--- src/rtl/sapa_pkg.sv ---
// sapa_pkg: shared widths, state encoding, register indexes and saturation helpers
// for the smoothed all-pass phase aligner; no dependencies
package sapa_pkg;

  localparam int SAMPLE_BITS = 24;
  localparam int HIST_BITS = SAMPLE_BITS + 2;
  localparam int DELAY_INT_BITS = 10;
  localparam int DELAY_FRAC_BITS = 20;
  localparam int DELAY_BITS = DELAY_INT_BITS + DELAY_FRAC_BITS;
  localparam int SMOOTH_BITS = 24;
  localparam int COEF_FRAC = 24;
  localparam int IDENTITY_DELAY = 105;
  localparam int SMOOTH_RESET = 17466;

  // serial multiplier: wide signed operand times unsigned magnitude
  localparam int MUL_A_W = DELAY_BITS + 2;
  localparam int MUL_B_W = COEF_FRAC + 1;
  localparam int PROD_W = MUL_A_W + MUL_B_W + 1;
  localparam int MUL_CNT_W = $clog2(MUL_B_W);

  // restoring divider
  localparam int DIVS_W = DELAY_BITS + 1;
  localparam int DIVD_W = DIVS_W + COEF_FRAC;
  localparam int Q_W = COEF_FRAC + 1;
  localparam int DIV_CNT_W = $clog2(DIVD_W);

  localparam int ROUND_W = PROD_W - COEF_FRAC;

  localparam int CFG_ADDR_W = 4;
  localparam int CFG_DATA_W = 32;

  typedef enum logic [1:0] {
    REG_LOW_TARGET = 2'd0,
    REG_MID_TARGET = 2'd1,
    REG_SMOOTH     = 2'd2,
    REG_NONE       = 2'd3
  } sapa_reg_t;

  typedef enum logic [2:0] {
    ST_IDLE,
    ST_SMOOTH,
    ST_SECT,
    ST_DIV,
    ST_MUL,
    ST_DONE
  } sapa_state_t;

  function automatic logic signed [HIST_BITS-1:0] sat_hist(
    input logic signed [ROUND_W-1:0] v);
    logic signed [ROUND_W-1:0] hi;
    logic signed [ROUND_W-1:0] lo;
    hi = ROUND_W'((64'sd1 <<< (HIST_BITS - 1)) - 1);
    lo = -hi - ROUND_W'(1);
    if (v > hi) return HIST_BITS'(hi);
    else if (v < lo) return HIST_BITS'(lo);
    else return HIST_BITS'(v);
  endfunction

  function automatic logic signed [SAMPLE_BITS-1:0] sat_sample(
    input logic signed [HIST_BITS-1:0] v);
    logic signed [HIST_BITS-1:0] hi;
    logic signed [HIST_BITS-1:0] lo;
    hi = HIST_BITS'((64'sd1 <<< (SAMPLE_BITS - 1)) - 1);
    lo = -hi - HIST_BITS'(1);
    if (v > hi) return SAMPLE_BITS'(hi);
    else if (v < lo) return SAMPLE_BITS'(lo);
    else return SAMPLE_BITS'(v);
  endfunction

endpackage

--- src/rtl/sapa_if.sv ---
// sapa_if: valid/ready channels for input requests and results
// depends on sapa_pkg for field widths
interface sapa_in_if;
  logic valid;
  logic ready;
  logic signed [sapa_pkg::SAMPLE_BITS-1:0] sample_in;
  logic block_start;
  modport source (output valid, sample_in, block_start, input ready);
  modport sink (input valid, sample_in, block_start, output ready);
endinterface

interface sapa_out_if;
  logic valid;
  logic ready;
  logic signed [sapa_pkg::SAMPLE_BITS-1:0] sample_out;
  logic aligner_active;
  modport source (output valid, sample_out, aligner_active, input ready);
  modport sink (input valid, sample_out, aligner_active, output ready);
endinterface

--- src/rtl/sapa_mul.sv ---
// sapa_mul: shift-add multiplier, one multiplier bit per cycle
// depends on sapa_pkg
module sapa_mul (
  input  logic                                  clk,
  input  logic                                  rst_n,
  input  logic                                  start,
  input  logic signed [sapa_pkg::MUL_A_W-1:0]   a,
  input  logic        [sapa_pkg::MUL_B_W-1:0]   b,
  input  logic                                  neg,
  output logic                                  busy,
  output logic                                  done,
  output logic signed [sapa_pkg::PROD_W-1:0]    prod
);
  import sapa_pkg::*;

  logic signed [PROD_W-1:0] acc_r, acc_nxt;
  logic signed [PROD_W-1:0] a_r, a_nxt;
  logic [MUL_B_W-1:0] b_r, b_nxt;
  logic neg_r, neg_nxt;
  logic [MUL_CNT_W-1:0] cnt_r, cnt_nxt;
  logic busy_r, busy_nxt;
  logic done_r, done_nxt;

  always_comb begin
    acc_nxt = acc_r;
    a_nxt = a_r;
    b_nxt = b_r;
    neg_nxt = neg_r;
    cnt_nxt = cnt_r;
    busy_nxt = busy_r;
    done_nxt = 1'b0;
    if (start) begin
      acc_nxt = '0;
      a_nxt = PROD_W'(a);
      b_nxt = b;
      neg_nxt = neg;
      cnt_nxt = '0;
      busy_nxt = 1'b1;
    end else if (busy_r) begin
      if (b_r[0]) acc_nxt = acc_r + a_r;
      a_nxt = a_r <<< 1;
      b_nxt = b_r >> 1;
      cnt_nxt = cnt_r + MUL_CNT_W'(1);
      if (cnt_r == MUL_CNT_W'(MUL_B_W - 1)) begin
        busy_nxt = 1'b0;
        done_nxt = 1'b1;
      end
    end
  end

  always_ff @(posedge clk) begin
    if (!rst_n) begin
      busy_r <= 1'b0;
      done_r <= 1'b0;
    end else begin
      busy_r <= busy_nxt;
      done_r <= done_nxt;
    end
    acc_r <= acc_nxt;
    a_r <= a_nxt;
    b_r <= b_nxt;
    neg_r <= neg_nxt;
    cnt_r <= cnt_nxt;
  end

  assign busy = busy_r;
  assign done = done_r;
  assign prod = neg_r ? -acc_r : acc_r;

endmodule

--- src/rtl/sapa_div.sv ---
// sapa_div: restoring divider, one quotient bit per cycle
// depends on sapa_pkg
module sapa_div (
  input  logic                             clk,
  input  logic                             rst_n,
  input  logic                             start,
  input  logic [sapa_pkg::DIVD_W-1:0]      dividend,
  input  logic [sapa_pkg::DIVS_W-1:0]      divisor,
  output logic                             busy,
  output logic                             done,
  output logic [sapa_pkg::Q_W-1:0]         quot
);
  import sapa_pkg::*;

  logic [DIVS_W-1:0] rem_r, rem_nxt;
  logic [DIVD_W-1:0] dvd_r, dvd_nxt;
  logic [DIVS_W-1:0] dvs_r, dvs_nxt;
  logic [Q_W-1:0] q_r, q_nxt;
  logic [DIV_CNT_W-1:0] cnt_r, cnt_nxt;
  logic busy_r, busy_nxt;
  logic done_r, done_nxt;
  logic [DIVS_W:0] trial;

  always_comb begin
    rem_nxt = rem_r;
    dvd_nxt = dvd_r;
    dvs_nxt = dvs_r;
    q_nxt = q_r;
    cnt_nxt = cnt_r;
    busy_nxt = busy_r;
    done_nxt = 1'b0;
    trial = {rem_r, dvd_r[DIVD_W-1]};
    if (start) begin
      rem_nxt = '0;
      dvd_nxt = dividend;
      dvs_nxt = divisor;
      q_nxt = '0;
      cnt_nxt = '0;
      busy_nxt = 1'b1;
    end else if (busy_r) begin
      dvd_nxt = dvd_r << 1;
      if (trial >= {1'b0, dvs_r}) begin
        rem_nxt = DIVS_W'(trial - {1'b0, dvs_r});
        q_nxt = {q_r[Q_W-2:0], 1'b1};
      end else begin
        rem_nxt = DIVS_W'(trial);
        q_nxt = {q_r[Q_W-2:0], 1'b0};
      end
      cnt_nxt = cnt_r + DIV_CNT_W'(1);
      if (cnt_r == DIV_CNT_W'(DIVD_W - 1)) begin
        busy_nxt = 1'b0;
        done_nxt = 1'b1;
      end
    end
  end

  always_ff @(posedge clk) begin
    if (!rst_n) begin
      busy_r <= 1'b0;
      done_r <= 1'b0;
    end else begin
      busy_r <= busy_nxt;
      done_r <= done_nxt;
    end
    rem_r <= rem_nxt;
    dvd_r <= dvd_nxt;
    dvs_r <= dvs_nxt;
    q_r <= q_nxt;
    cnt_r <= cnt_nxt;
  end

  assign busy = busy_r;
  assign done = done_r;
  assign quot = q_r;

endmodule

--- src/rtl/smoothed_allpass_phase_aligner.sv ---
// smoothed_allpass_phase_aligner: two cascaded first-order all-pass sections with
// smoothed delays; depends on sapa_pkg, sapa_if, sapa_mul, sapa_div
//
//   channel   dir   handshake                 payload
//   in_ch     in    valid/ready               sample_in, block_start
//   out_ch    out   valid/ready               sample_out, aligner_active
//   cfg_*     in    apb write, pready high    low/mid target delay, smooth weight
//
// one request at a time; a bypassed request goes from accept straight to the done
// state, a processed one first smooths both delays (two serial multiplies), then
// runs a serial divide and a serial multiply per active section; the serial divide,
// one quotient bit per cycle, is the longest step
// rst_n is synchronous; it clears the delays, histories, bypass flag and target registers
// a new request is taken as soon as the sequencer is idle, even while the last
// result still waits in the output register for out_ch.ready
module smoothed_allpass_phase_aligner (
  input  logic                                   clk,
  input  logic                                   rst_n,
  sapa_in_if.sink                                in_ch,
  sapa_out_if.source                             out_ch,
  input  logic                                   cfg_psel,
  input  logic                                   cfg_penable,
  input  logic                                   cfg_pwrite,
  input  logic [sapa_pkg::CFG_ADDR_W-1:0]        cfg_paddr,
  input  logic [sapa_pkg::CFG_DATA_W-1:0]        cfg_pwdata,
  output logic [sapa_pkg::CFG_DATA_W-1:0]        cfg_prdata,
  output logic                                   cfg_pready
);
  import sapa_pkg::*;

  // configuration registers
  logic [DELAY_BITS-1:0] low_target_r;
  logic [DELAY_BITS-1:0] mid_target_r;
  logic [SMOOTH_BITS-1:0] smooth_r;
  sapa_reg_t cfg_reg;
  logic cfg_wr;

  // filter state
  logic [DELAY_BITS-1:0] low_d_r, low_d_nxt, mid_d_r, mid_d_nxt;
  logic signed [HIST_BITS-1:0] lpi_r, lpi_nxt, lpo_r, lpo_nxt;
  logic signed [HIST_BITS-1:0] mpi_r, mpi_nxt, mpo_r, mpo_nxt;
  logic bypass_r, bypass_nxt;

  // working registers
  sapa_state_t state_r, state_nxt;
  logic sec_r, sec_nxt;                          // 0 low section, 1 mid section
  logic signed [HIST_BITS-1:0] y_r, y_nxt;       // value flowing through the cascade
  logic out_valid_r, out_valid_nxt;
  logic signed [SAMPLE_BITS-1:0] out_sample_r, out_sample_nxt;
  logic out_active_r, out_active_nxt;

  // arithmetic units
  logic mul_start, mul_busy, mul_done, mul_neg;
  logic signed [MUL_A_W-1:0] mul_a;
  logic [MUL_B_W-1:0] mul_b;
  logic signed [PROD_W-1:0] mul_prod;
  logic div_start, div_busy, div_done;
  logic [DIVD_W-1:0] div_dividend;
  logic [DIVS_W-1:0] div_divisor;
  logic [Q_W-1:0] div_quot;

  // helpers
  logic in_acc, out_free, delays_live, byp_dec;
  logic signed [HIST_BITS-1:0] x_ext;
  logic [DELAY_BITS-1:0] d_cur;
  logic signed [HIST_BITS-1:0] x1_cur, y1_cur;
  logic cur_active;
  logic signed [MUL_A_W-1:0] num;
  logic [DIVS_W-1:0] abs_num;
  logic signed [PROD_W-1:0] sm_rnd, sec_acc;
  logic [DELAY_BITS-1:0] d_smoothed;
  logic signed [HIST_BITS-1:0] y_sec;

  sapa_mul u_mul (
    .clk, .rst_n, .start(mul_start), .a(mul_a), .b(mul_b), .neg(mul_neg),
    .busy(mul_busy), .done(mul_done), .prod(mul_prod)
  );

  sapa_div u_div (
    .clk, .rst_n, .start(div_start), .dividend(div_dividend), .divisor(div_divisor),
    .busy(div_busy), .done(div_done), .quot(div_quot)
  );

  // apb register file
  assign cfg_pready = 1'b1;
  assign cfg_reg = sapa_reg_t'(cfg_paddr[3:2]);
  assign cfg_wr = cfg_psel && cfg_penable && cfg_pwrite;

  always_comb begin
    case (cfg_reg)
      REG_LOW_TARGET: cfg_prdata = CFG_DATA_W'(low_target_r);
      REG_MID_TARGET: cfg_prdata = CFG_DATA_W'(mid_target_r);
      REG_SMOOTH:     cfg_prdata = CFG_DATA_W'(smooth_r);
      default:        cfg_prdata = '0;
    endcase
  end

  always_ff @(posedge clk) begin
    if (!rst_n) begin
      low_target_r <= '0;
      mid_target_r <= '0;
      smooth_r <= SMOOTH_BITS'(SMOOTH_RESET);
    end else if (cfg_wr) begin
      case (cfg_reg)
        REG_LOW_TARGET: low_target_r <= cfg_pwdata[DELAY_BITS-1:0];
        REG_MID_TARGET: mid_target_r <= cfg_pwdata[DELAY_BITS-1:0];
        REG_SMOOTH:     smooth_r <= cfg_pwdata[SMOOTH_BITS-1:0];
        default:        ;
      endcase
    end
  end

  // handshake
  assign in_ch.ready = (state_r == ST_IDLE);
  assign in_acc = in_ch.valid && in_ch.ready;
  assign out_free = !out_valid_r || out_ch.ready;
  assign out_ch.valid = out_valid_r;
  assign out_ch.sample_out = out_sample_r;
  assign out_ch.aligner_active = out_active_r;

  // block start decision
  assign x_ext = HIST_BITS'(in_ch.sample_in);
  assign delays_live = (low_d_r >= DELAY_BITS'(IDENTITY_DELAY)) ||
                       (mid_d_r >= DELAY_BITS'(IDENTITY_DELAY));
  assign byp_dec = in_ch.block_start ? ((low_target_r == '0) && !delays_live) : bypass_r;

  // current section view
  assign d_cur = sec_r ? mid_d_r : low_d_r;
  assign x1_cur = sec_r ? mpi_r : lpi_r;
  assign y1_cur = sec_r ? mpo_r : lpo_r;
  assign cur_active = d_cur >= DELAY_BITS'(IDENTITY_DELAY);

  // coefficient c = (1 - d) / (1 + d), magnitude by division, halves rounded up
  assign num = MUL_A_W'(1 << DELAY_FRAC_BITS) - MUL_A_W'(d_cur);
  assign abs_num = num[MUL_A_W-1] ? DIVS_W'(-num) : DIVS_W'(num);
  assign div_divisor = DIVS_W'(1 << DELAY_FRAC_BITS) + DIVS_W'(d_cur);
  assign div_dividend = (DIVD_W'(abs_num) << COEF_FRAC) + DIVD_W'(div_divisor >> 1);

  // multiplier operand select: smoothing in idle/smooth, section update after divide
  always_comb begin
    case (state_r)
      ST_IDLE: begin
        mul_a = MUL_A_W'(low_target_r) - MUL_A_W'(low_d_r);
        mul_b = MUL_B_W'(smooth_r);
        mul_neg = 1'b0;
      end
      ST_SMOOTH: begin
        mul_a = MUL_A_W'(mid_target_r) - MUL_A_W'(mid_d_r);
        mul_b = MUL_B_W'(smooth_r);
        mul_neg = 1'b0;
      end
      default: begin
        // c*x - c*y1 folded into c*(x - y1)
        mul_a = MUL_A_W'(y_r) - MUL_A_W'(y1_cur);
        mul_b = div_quot;
        mul_neg = num[MUL_A_W-1];
      end
    endcase
  end

  // smoothing result: d + round(diff * smooth / 2^24)
  assign sm_rnd = mul_prod + (PROD_W'(1) <<< (SMOOTH_BITS - 1));
  assign d_smoothed = DELAY_BITS'(ROUND_W'(d_cur) + sm_rnd[PROD_W-1:SMOOTH_BITS]);

  // section output: round((c*(x - y1) + x1*2^24) / 2^24), saturated
  assign sec_acc = mul_prod + (PROD_W'(x1_cur) <<< COEF_FRAC) +
                   (PROD_W'(1) <<< (COEF_FRAC - 1));
  assign y_sec = sat_hist(sec_acc[PROD_W-1:COEF_FRAC]);

  // next state
  always_comb begin
    state_nxt = state_r;
    case (state_r)
      ST_IDLE:   if (in_acc) state_nxt = byp_dec ? ST_DONE : ST_SMOOTH;
      ST_SMOOTH: if (mul_done && sec_r) state_nxt = ST_SECT;
      ST_SECT:   state_nxt = cur_active ? ST_DIV : (sec_r ? ST_DONE : ST_SECT);
      ST_DIV:    if (div_done) state_nxt = ST_MUL;
      ST_MUL:    if (mul_done) state_nxt = sec_r ? ST_DONE : ST_SECT;
      ST_DONE:   if (out_free) state_nxt = ST_IDLE;
      default:   state_nxt = ST_IDLE;
    endcase
  end

  // datapath and unit control
  always_comb begin
    low_d_nxt = low_d_r;
    mid_d_nxt = mid_d_r;
    lpi_nxt = lpi_r;
    lpo_nxt = lpo_r;
    mpi_nxt = mpi_r;
    mpo_nxt = mpo_r;
    bypass_nxt = bypass_r;
    sec_nxt = sec_r;
    y_nxt = y_r;
    out_valid_nxt = out_valid_r && !out_ch.ready;
    out_sample_nxt = out_sample_r;
    out_active_nxt = out_active_r;
    mul_start = 1'b0;
    div_start = 1'b0;
    case (state_r)
      ST_IDLE: begin
        if (in_acc) begin
          y_nxt = x_ext;
          sec_nxt = 1'b0;
          bypass_nxt = byp_dec;
          if (in_ch.block_start) begin
            if (byp_dec) begin
              low_d_nxt = '0;
              mid_d_nxt = '0;
            end else if (!delays_live) begin
              // inactive aligner: prime both histories with this sample
              lpi_nxt = x_ext;
              lpo_nxt = x_ext;
              mpi_nxt = x_ext;
              mpo_nxt = x_ext;
            end
          end
          mul_start = !byp_dec;
        end
      end
      ST_SMOOTH: begin
        if (mul_done) begin
          if (sec_r) begin
            mid_d_nxt = d_smoothed;
            sec_nxt = 1'b0;
          end else begin
            low_d_nxt = d_smoothed;
            sec_nxt = 1'b1;
            mul_start = 1'b1;
          end
        end
      end
      ST_SECT: begin
        if (cur_active) begin
          div_start = 1'b1;
        end else begin
          // identity section tracks its input
          if (sec_r) begin
            mpi_nxt = y_r;
            mpo_nxt = y_r;
          end else begin
            lpi_nxt = y_r;
            lpo_nxt = y_r;
          end
          sec_nxt = 1'b1;
        end
      end
      ST_DIV: begin
        if (div_done) mul_start = 1'b1;
      end
      ST_MUL: begin
        if (mul_done) begin
          if (sec_r) begin
            mpi_nxt = y_r;
            mpo_nxt = y_sec;
          end else begin
            lpi_nxt = y_r;
            lpo_nxt = y_sec;
          end
          y_nxt = y_sec;
          sec_nxt = 1'b1;
        end
      end
      ST_DONE: begin
        if (out_free) begin
          out_valid_nxt = 1'b1;
          out_sample_nxt = sat_sample(y_r);
          out_active_nxt = delays_live;
        end
      end
      default: ;
    endcase
  end

  always_ff @(posedge clk) begin
    if (!rst_n) begin
      state_r <= ST_IDLE;
      out_valid_r <= 1'b0;
      bypass_r <= 1'b0;
      low_d_r <= '0;
      mid_d_r <= '0;
      lpi_r <= '0;
      lpo_r <= '0;
      mpi_r <= '0;
      mpo_r <= '0;
      sec_r <= 1'b0;
    end else begin
      state_r <= state_nxt;
      out_valid_r <= out_valid_nxt;
      bypass_r <= bypass_nxt;
      low_d_r <= low_d_nxt;
      mid_d_r <= mid_d_nxt;
      lpi_r <= lpi_nxt;
      lpo_r <= lpo_nxt;
      mpi_r <= mpi_nxt;
      mpo_r <= mpo_nxt;
      sec_r <= sec_nxt;
    end
    y_r <= y_nxt;
    out_sample_r <= out_sample_nxt;
    out_active_r <= out_active_nxt;
  end

  // the two serial units never run together
  a_units_exclusive: assert property (@(posedge clk) disable iff (!rst_n)
    !(mul_busy && div_busy))
    else $error("multiplier and divider busy together");

  // a bypassed request never starts the smoothing multiply
  a_bypass_no_smooth: assert property (@(posedge clk) disable iff (!rst_n)
    (in_acc && byp_dec) |=> (state_r == ST_DONE) && !mul_busy)
    else $error("bypassed request entered processing");

  // divider only runs while the sequencer waits for it
  a_div_in_div_state: assert property (@(posedge clk) disable iff (!rst_n)
    div_busy |-> (state_r == ST_DIV))
    else $error("divider busy outside divide step");

endmodule
--- src/flat_wrapper.sv ---
// flat-port wrapper written by rule: the top's interface ports become plain ports
module smoothed_allpass_phase_aligner_flat import sapa_pkg::*;
  (clk, rst_n, cfg_psel, cfg_penable, cfg_pwrite, cfg_paddr, cfg_pwdata, cfg_prdata, cfg_pready, in_ch_valid, in_ch_sample_in, in_ch_block_start, in_ch_ready, out_ch_valid, out_ch_sample_out, out_ch_aligner_active, out_ch_ready);
  sapa_in_if in_ch_i ();
  sapa_out_if out_ch_i ();
  input  logic clk;
  input  logic rst_n;
  input  logic cfg_psel;
  input  logic cfg_penable;
  input  logic cfg_pwrite;
  input  logic [sapa_pkg::CFG_ADDR_W-1:0] cfg_paddr;
  input  logic [sapa_pkg::CFG_DATA_W-1:0] cfg_pwdata;
  output logic [sapa_pkg::CFG_DATA_W-1:0] cfg_prdata;
  output logic cfg_pready;
  input wire logic [$bits(in_ch_i.valid)-1:0] in_ch_valid;
  input wire logic [$bits(in_ch_i.sample_in)-1:0] in_ch_sample_in;
  input wire logic [$bits(in_ch_i.block_start)-1:0] in_ch_block_start;
  output wire logic [$bits(in_ch_i.ready)-1:0] in_ch_ready;
  output wire logic [$bits(out_ch_i.valid)-1:0] out_ch_valid;
  output wire logic [$bits(out_ch_i.sample_out)-1:0] out_ch_sample_out;
  output wire logic [$bits(out_ch_i.aligner_active)-1:0] out_ch_aligner_active;
  input wire logic [$bits(out_ch_i.ready)-1:0] out_ch_ready;
  assign in_ch_i.valid = in_ch_valid;
  assign in_ch_i.sample_in = in_ch_sample_in;
  assign in_ch_i.block_start = in_ch_block_start;
  assign in_ch_ready = in_ch_i.ready;
  assign out_ch_valid = out_ch_i.valid;
  assign out_ch_sample_out = out_ch_i.sample_out;
  assign out_ch_aligner_active = out_ch_i.aligner_active;
  assign out_ch_i.ready = out_ch_ready;
  smoothed_allpass_phase_aligner u_core (.clk(clk), .rst_n(rst_n), .in_ch(in_ch_i), .out_ch(out_ch_i), .cfg_psel(cfg_psel), .cfg_penable(cfg_penable), .cfg_pwrite(cfg_pwrite), .cfg_paddr(cfg_paddr), .cfg_pwdata(cfg_pwdata), .cfg_prdata(cfg_prdata), .cfg_pready(cfg_pready));
endmodule
--- config.mk ---
export PLATFORM = sky130hd
export DESIGN_NAME = smoothed_allpass_phase_aligner_flat
export DESIGN_NICKNAME = d
export VERILOG_FILES = /design/src/rtl/sapa_pkg.sv /design/src/rtl/sapa_if.sv /design/src/rtl/sapa_mul.sv /design/src/rtl/sapa_div.sv /design/src/rtl/smoothed_allpass_phase_aligner.sv /design/src/flat_wrapper.sv
export SDC_FILE = /design/constraint.sdc
export NUM_CORES = 2
export LEC_CHECK = 0
export ABC_AREA = 1
export BUFFER_PORTS_ARGS = -buffer_cell sky130_fd_sc_hd__buf_4
export CAP_MARGIN = 25
export CORE_MARGIN = 4
export CORE_UTILIZATION = 29
export CTS_CLUSTER_DIAMETER = 80
export DETAILED_ROUTE_END_ITERATION = 6
export GPL_ROUTABILITY_DRIVEN = 0
export PLACE_DENSITY_LB_ADDON = 0.12
export SYNTH_ARGS = -nofsm -noshare
export SYNTH_HDL_FRONTEND = slang
export SYNTH_SLANG_ARGS = --single-unit
--- constraint.sdc ---
create_clock -name clk -period 6.8 [get_ports clk]
set_input_delay 0.68 -clock clk [delete_from_list [all_inputs] [get_ports clk]]
set_output_delay 0.68 -clock clk [all_outputs]
set_load 0.05 [all_outputs]
==> impl_metrics.xml <==
<?xml version="1.0" encoding="UTF-8"?>
<metrics>
  <group name="floorplan">
    <metric name="std_cell_rows" unit="">142</metric>
    <metric name="die-height" unit="microns">397.5</metric>
    <metric name="initial_utilization" unit="%">29.27</metric>
    <metric name="core_area" unit="sq um">150300</metric>
    <metric name="dieWidth" unit="microns">397.5</metric>
    <metric name="floorplan.io_pins" unit="">128</metric>
    <metric name="design.die.area" unit="sq um">158000</metric>
  </group>
  <group name="drt">
    <metric name="firstDrtPassIters" unit="">6</metric>
    <metric name="vias_per_cell" unit="">5.052</metric>
    <metric name="drt_drc_violations_left" unit="">0</metric>
    <metric name="wl_per_cell" unit="microns">20.34</metric>
    <metric name="drt_iter0_markers" unit="">3387</metric>
    <metric name="detailroute.via_count" unit="">43360</metric>
    <metric name="routed_wirelength" unit="microns">174600</metric>
    <metric name="antenna_left" unit="">0</metric>
  </group>
  <group name="placed_design">
    <metric name="dp_hpwl" unit="microns">134500</metric>
    <metric name="count_of_buffers_from_port_buffering" unit="">120</metric>
    <metric name="placement.cell_area" unit="sq um">47060</metric>
  </group>
  <group name="worst_setup_path">
    <metric name="crit_arrival" unit="ns">6.42</metric>
    <metric name="crit_path_max_fanout" unit="">14</metric>
    <metric name="timing.critical_path.mode_cell" unit="">sky130_fd_sc_hd__nand2_1</metric>
    <metric name="start_kind" unit="">flop</metric>
    <metric name="critical_path.endpoint_type" unit="">flop</metric>
    <metric name="timing.critical_path.slowest_cell_delay" unit="ns">0.49</metric>
    <metric name="worst-path-buf-inv" unit="">5</metric>
    <metric name="criticalPathCategory" unit="">reg -&gt; reg</metric>
    <metric name="worst_endpoint_required_time" unit="ns">7.45</metric>
    <metric name="crit_path_top_delay_cell" unit="">sky130_fd_sc_hd__nand2_1</metric>
    <metric name="cp_top_family" unit="">simple AND/OR/NAND/NOR gates</metric>
  </group>
  <group name="final_layout">
    <metric name="register_area" unit="sq um">14310</metric>
    <metric name="n_fill_cell" unit="">16590</metric>
    <metric name="drive_above_1_share" unit="%">7.692</metric>
    <metric name="design.final.nets" unit="">6828</metric>
    <metric name="multiInputGateArea" unit="sq um">25820</metric>
    <metric name="finish.instance_area" unit="sq um">49750</metric>
    <metric name="areaGrowthSynthToFinish" unit="%">13.08</metric>
  </group>
  <group name="sta">
    <metric name="timing.fmax" unit="GHz">0.1734</metric>
    <metric name="final-hold-violation-count" unit="">0</metric>
    <metric name="slew-limit-headroom" unit="%">31.92</metric>
    <metric name="final_max_slew_viol_count" unit="">0</metric>
    <metric name="final_period_minus_worst_setup_slack" unit="ns">5.767</metric>
    <metric name="setup_total_negative_slack" unit="ns">0</metric>
    <metric name="setup_viol_count_final" unit="">0</metric>
    <metric name="final.hold.worst_slack" unit="ns">0.2076</metric>
    <metric name="finalCritPeriodShare" unit="%">84.81</metric>
    <metric name="worst_slew_pin_slew" unit="ns">1.020</metric>
    <metric name="grt_setup_unrepaired" unit="">no</metric>
    <metric name="clock_skew" unit="ns">0.06291</metric>
  </group>
  <group name="yosys">
    <metric name="postSynth.topFlopCell" unit="">sky130_fd_sc_hd__dfxtp_1</metric>
    <metric name="ys_types" unit="">72</metric>
    <metric name="number_of_enable_flip_flop_cells_after_synthesis" unit="">221</metric>
    <metric name="post_synth_instance_area" unit="sq um">44000</metric>
    <metric name="synth.yosys.warnings" unit="">0</metric>
    <metric name="synthesis.instances" unit="">6446</metric>
    <metric name="register_area_share_after_synthesis" unit="%">32.51</metric>
    <metric name="ys_ff_latch" unit="">604</metric>
    <metric name="async_reset_ff_share" unit="%">0</metric>
    <metric name="syn_area_per_cell" unit="sq um">6.825</metric>
  </group>
  <group name="global_routing">
    <metric name="globalRouteOverflowTotal" unit="">0</metric>
    <metric name="antenna_found_initial" unit="">5</metric>
    <metric name="grt_pass1_wl" unit="microns">258100</metric>
    <metric name="first_global_vias" unit="">40680</metric>
    <metric name="pin_count_of_the_biggest_net_entering_global_routing" unit="">105</metric>
    <metric name="global_route.usage.total" unit="%">21.36</metric>
  </group>
  <group name="clock_tree">
    <metric name="htree_levels" unit="">3</metric>
    <metric name="cts_hold_repair.buffers" unit="">0</metric>
    <metric name="clock_insertion_delay_worst_skew" unit="ns">0.72</metric>
    <metric name="cts_sink_count" unit="">604</metric>
    <metric name="postCtsResizedCells" unit="">0</metric>
    <metric name="clock-root-buffer" unit="">sky130_fd_sc_hd__clkbuf_16</metric>
    <metric name="largest_buffer_count_on_any_clock_path" unit="">3</metric>
    <metric name="path_clk_slew" unit="ns">0.06</metric>
    <metric name="numCtsBuffers" unit="">81</metric>
    <metric name="cts.repair_timing.setup_buffer_count" unit="">0</metric>
    <metric name="clock_tree_from_tritoncts" unit="">yes</metric>
  </group>
  <group name="worst_hold_path">
    <metric name="worst_min_delay_path_category" unit="">in -&gt; reg</metric>
  </group>
  <group name="outcome">
    <metric name="outcome" unit="">complete, no violations</metric>
  </group>
  <group name="job">
    <metric name="max_capacitance_violation_count" unit="">0</metric>
  </group>
</metrics>
## sequential cells by signal (all words and copies together), names as in the netlist, 3 cells and up
register                  flops
u_core.mpo_r                 26
u_core.low_d_r               30
u_core.u_div.dvs_r           31
u_core.mid_d_r               30
u_core.state_r                3
u_core.out_ch.sample_out     24
u_core.u_mul.b_r             25
u_core.u_div.quot            25
u_core.mid_target_r          30
u_core.u_div.rem_r           31
u_core.low_target_r          30
u_core.lpo_r                 26
u_core.u_div.dvd_r           55
u_core.u_mul.acc_r           58
u_core.mpi_r                 26
u_core.smooth_r              24
u_core.y_r                   26
u_core.u_div.cnt_r            6
u_core.u_mul.cnt_r            5
u_core.lpi_r                 26
u_core.u_mul.a_r             58
## synthesized netlist by cell type (28+ instances only)
library cell               count  area share [%]
sky130_fd_sc_hd__nand4_1      80             1.1
sky130_fd_sc_hd__o22ai_1      32            0.46
sky130_fd_sc_hd__nor2_1      665             5.7
sky130_fd_sc_hd__a21oi_1     618             7.0
sky130_fd_sc_hd__nand3_1     314             3.6
sky130_fd_sc_hd__xor2_1      136             2.7
sky130_fd_sc_hd__dfxtp_1     383              17
sky130_fd_sc_hd__inv_1       768             6.6
sky130_fd_sc_hd__ha_1        255             7.3
sky130_fd_sc_hd__nor3_1       58            0.66
sky130_fd_sc_hd__o21ai_0     607             6.9
sky130_fd_sc_hd__or2_2        28            0.40
sky130_fd_sc_hd__o211ai_1     45            0.77
sky130_fd_sc_hd__edfxtp_1    221              15
sky130_fd_sc_hd__xnor2_1      53             1.1
sky130_fd_sc_hd__nor4_1       48            0.68
sky130_fd_sc_hd__a31oi_1      69            0.98
sky130_fd_sc_hd__nand2_1    1491              13
sky130_fd_sc_hd__clkbuf_1    170             1.5
## stage by stage
step                setup WS [ns]  utilization, %  std cells
floorplan                   1.916               -       6447
global placement            1.189           31.31       8430
detailed placement          1.188           31.31       8430
CTS                         1.130           33.10       8581
global route               0.5223           33.10       8581
finish                      1.033           33.10       8582
## placed cells by master, fill, tap and decap left out, types with 29 or more instances in the layout
cell type / instances
sky130_fd_sc_hd__a21oi_1: 615
sky130_fd_sc_hd__a31oi_1: 69
sky130_fd_sc_hd__buf_4: 183
sky130_fd_sc_hd__clkbuf_16: 83
sky130_fd_sc_hd__dfxtp_1: 382
sky130_fd_sc_hd__edfxtp_1: 221
sky130_fd_sc_hd__ha_1: 255
sky130_fd_sc_hd__inv_1: 765
sky130_fd_sc_hd__nand2_1: 1488
sky130_fd_sc_hd__nand3_1: 314
sky130_fd_sc_hd__nand4_1: 80
sky130_fd_sc_hd__nor2_1: 659
sky130_fd_sc_hd__nor3_1: 57
sky130_fd_sc_hd__nor4_1: 48
sky130_fd_sc_hd__o211ai_1: 45
sky130_fd_sc_hd__o21ai_0: 607
sky130_fd_sc_hd__o21ai_2: 29
sky130_fd_sc_hd__o22ai_1: 32
sky130_fd_sc_hd__xnor2_1: 53
sky130_fd_sc_hd__xor2_1: 136
## kinds of logic after synthesis
group	Yosys count	share of synthesized area [%]
fa+ha+maj	263	7.616
other cells	2	0.01707
buf+inv	1015	8.995
xor+xnor	192	3.873
simple gates	2791	27.02
compound gates	1577	19.92
mux	2	0.04550
flops	604	32.51
## tightest hold or removal path, stage by stage
cell	delay (ns)
sky130_fd_sc_hd__buf_4	0.08
sky130_fd_sc_hd__nor2_1	0.04
sky130_fd_sc_hd__nor2_1	0.08
## worst paths after layout
| path | from | end | slack, ns | cells after the start |
|---|---|---|---|---|
| setup reg to reg | u_core.u_mul.acc_r[21] | u_core.lpo_r[11] | 1.03 | 32 |
| hold reg to reg | u_core.u_div.rem_r[22] | u_core.u_div.rem_r[22] | 0.47 | 2 |
| hold / removal | cfg_pwdata[24] | u_core.low_target_r[24] | 0.21 | 3 |
| setup / recovery | u_core.u_mul.acc_r[21] | u_core.lpo_r[11] | 1.03 | 32 |
## layout make-up
cell class	instances	share of cell area, %
clock buffers	116	4.605
repair buffers	185	2.842
multi-input cells	4828	51.91
flip-flops and latches	604	28.76
well taps	2016	5.070
inverters	797	6.021
diodes	1	0.005030
clock inverters	35	0.7922
## routing by layer
layer / share of wire (%) / global-route usage (%)
met1: 46 / 29.26
met2: 46 / 34.97
met3: 4.8 / 2.616
met4: 3.4 / 6.713
met5: 0.0074 / 0
Power is not shown: default switching activity piles up to over one toggle a cycle in this logic, so the estimate is an artifact.
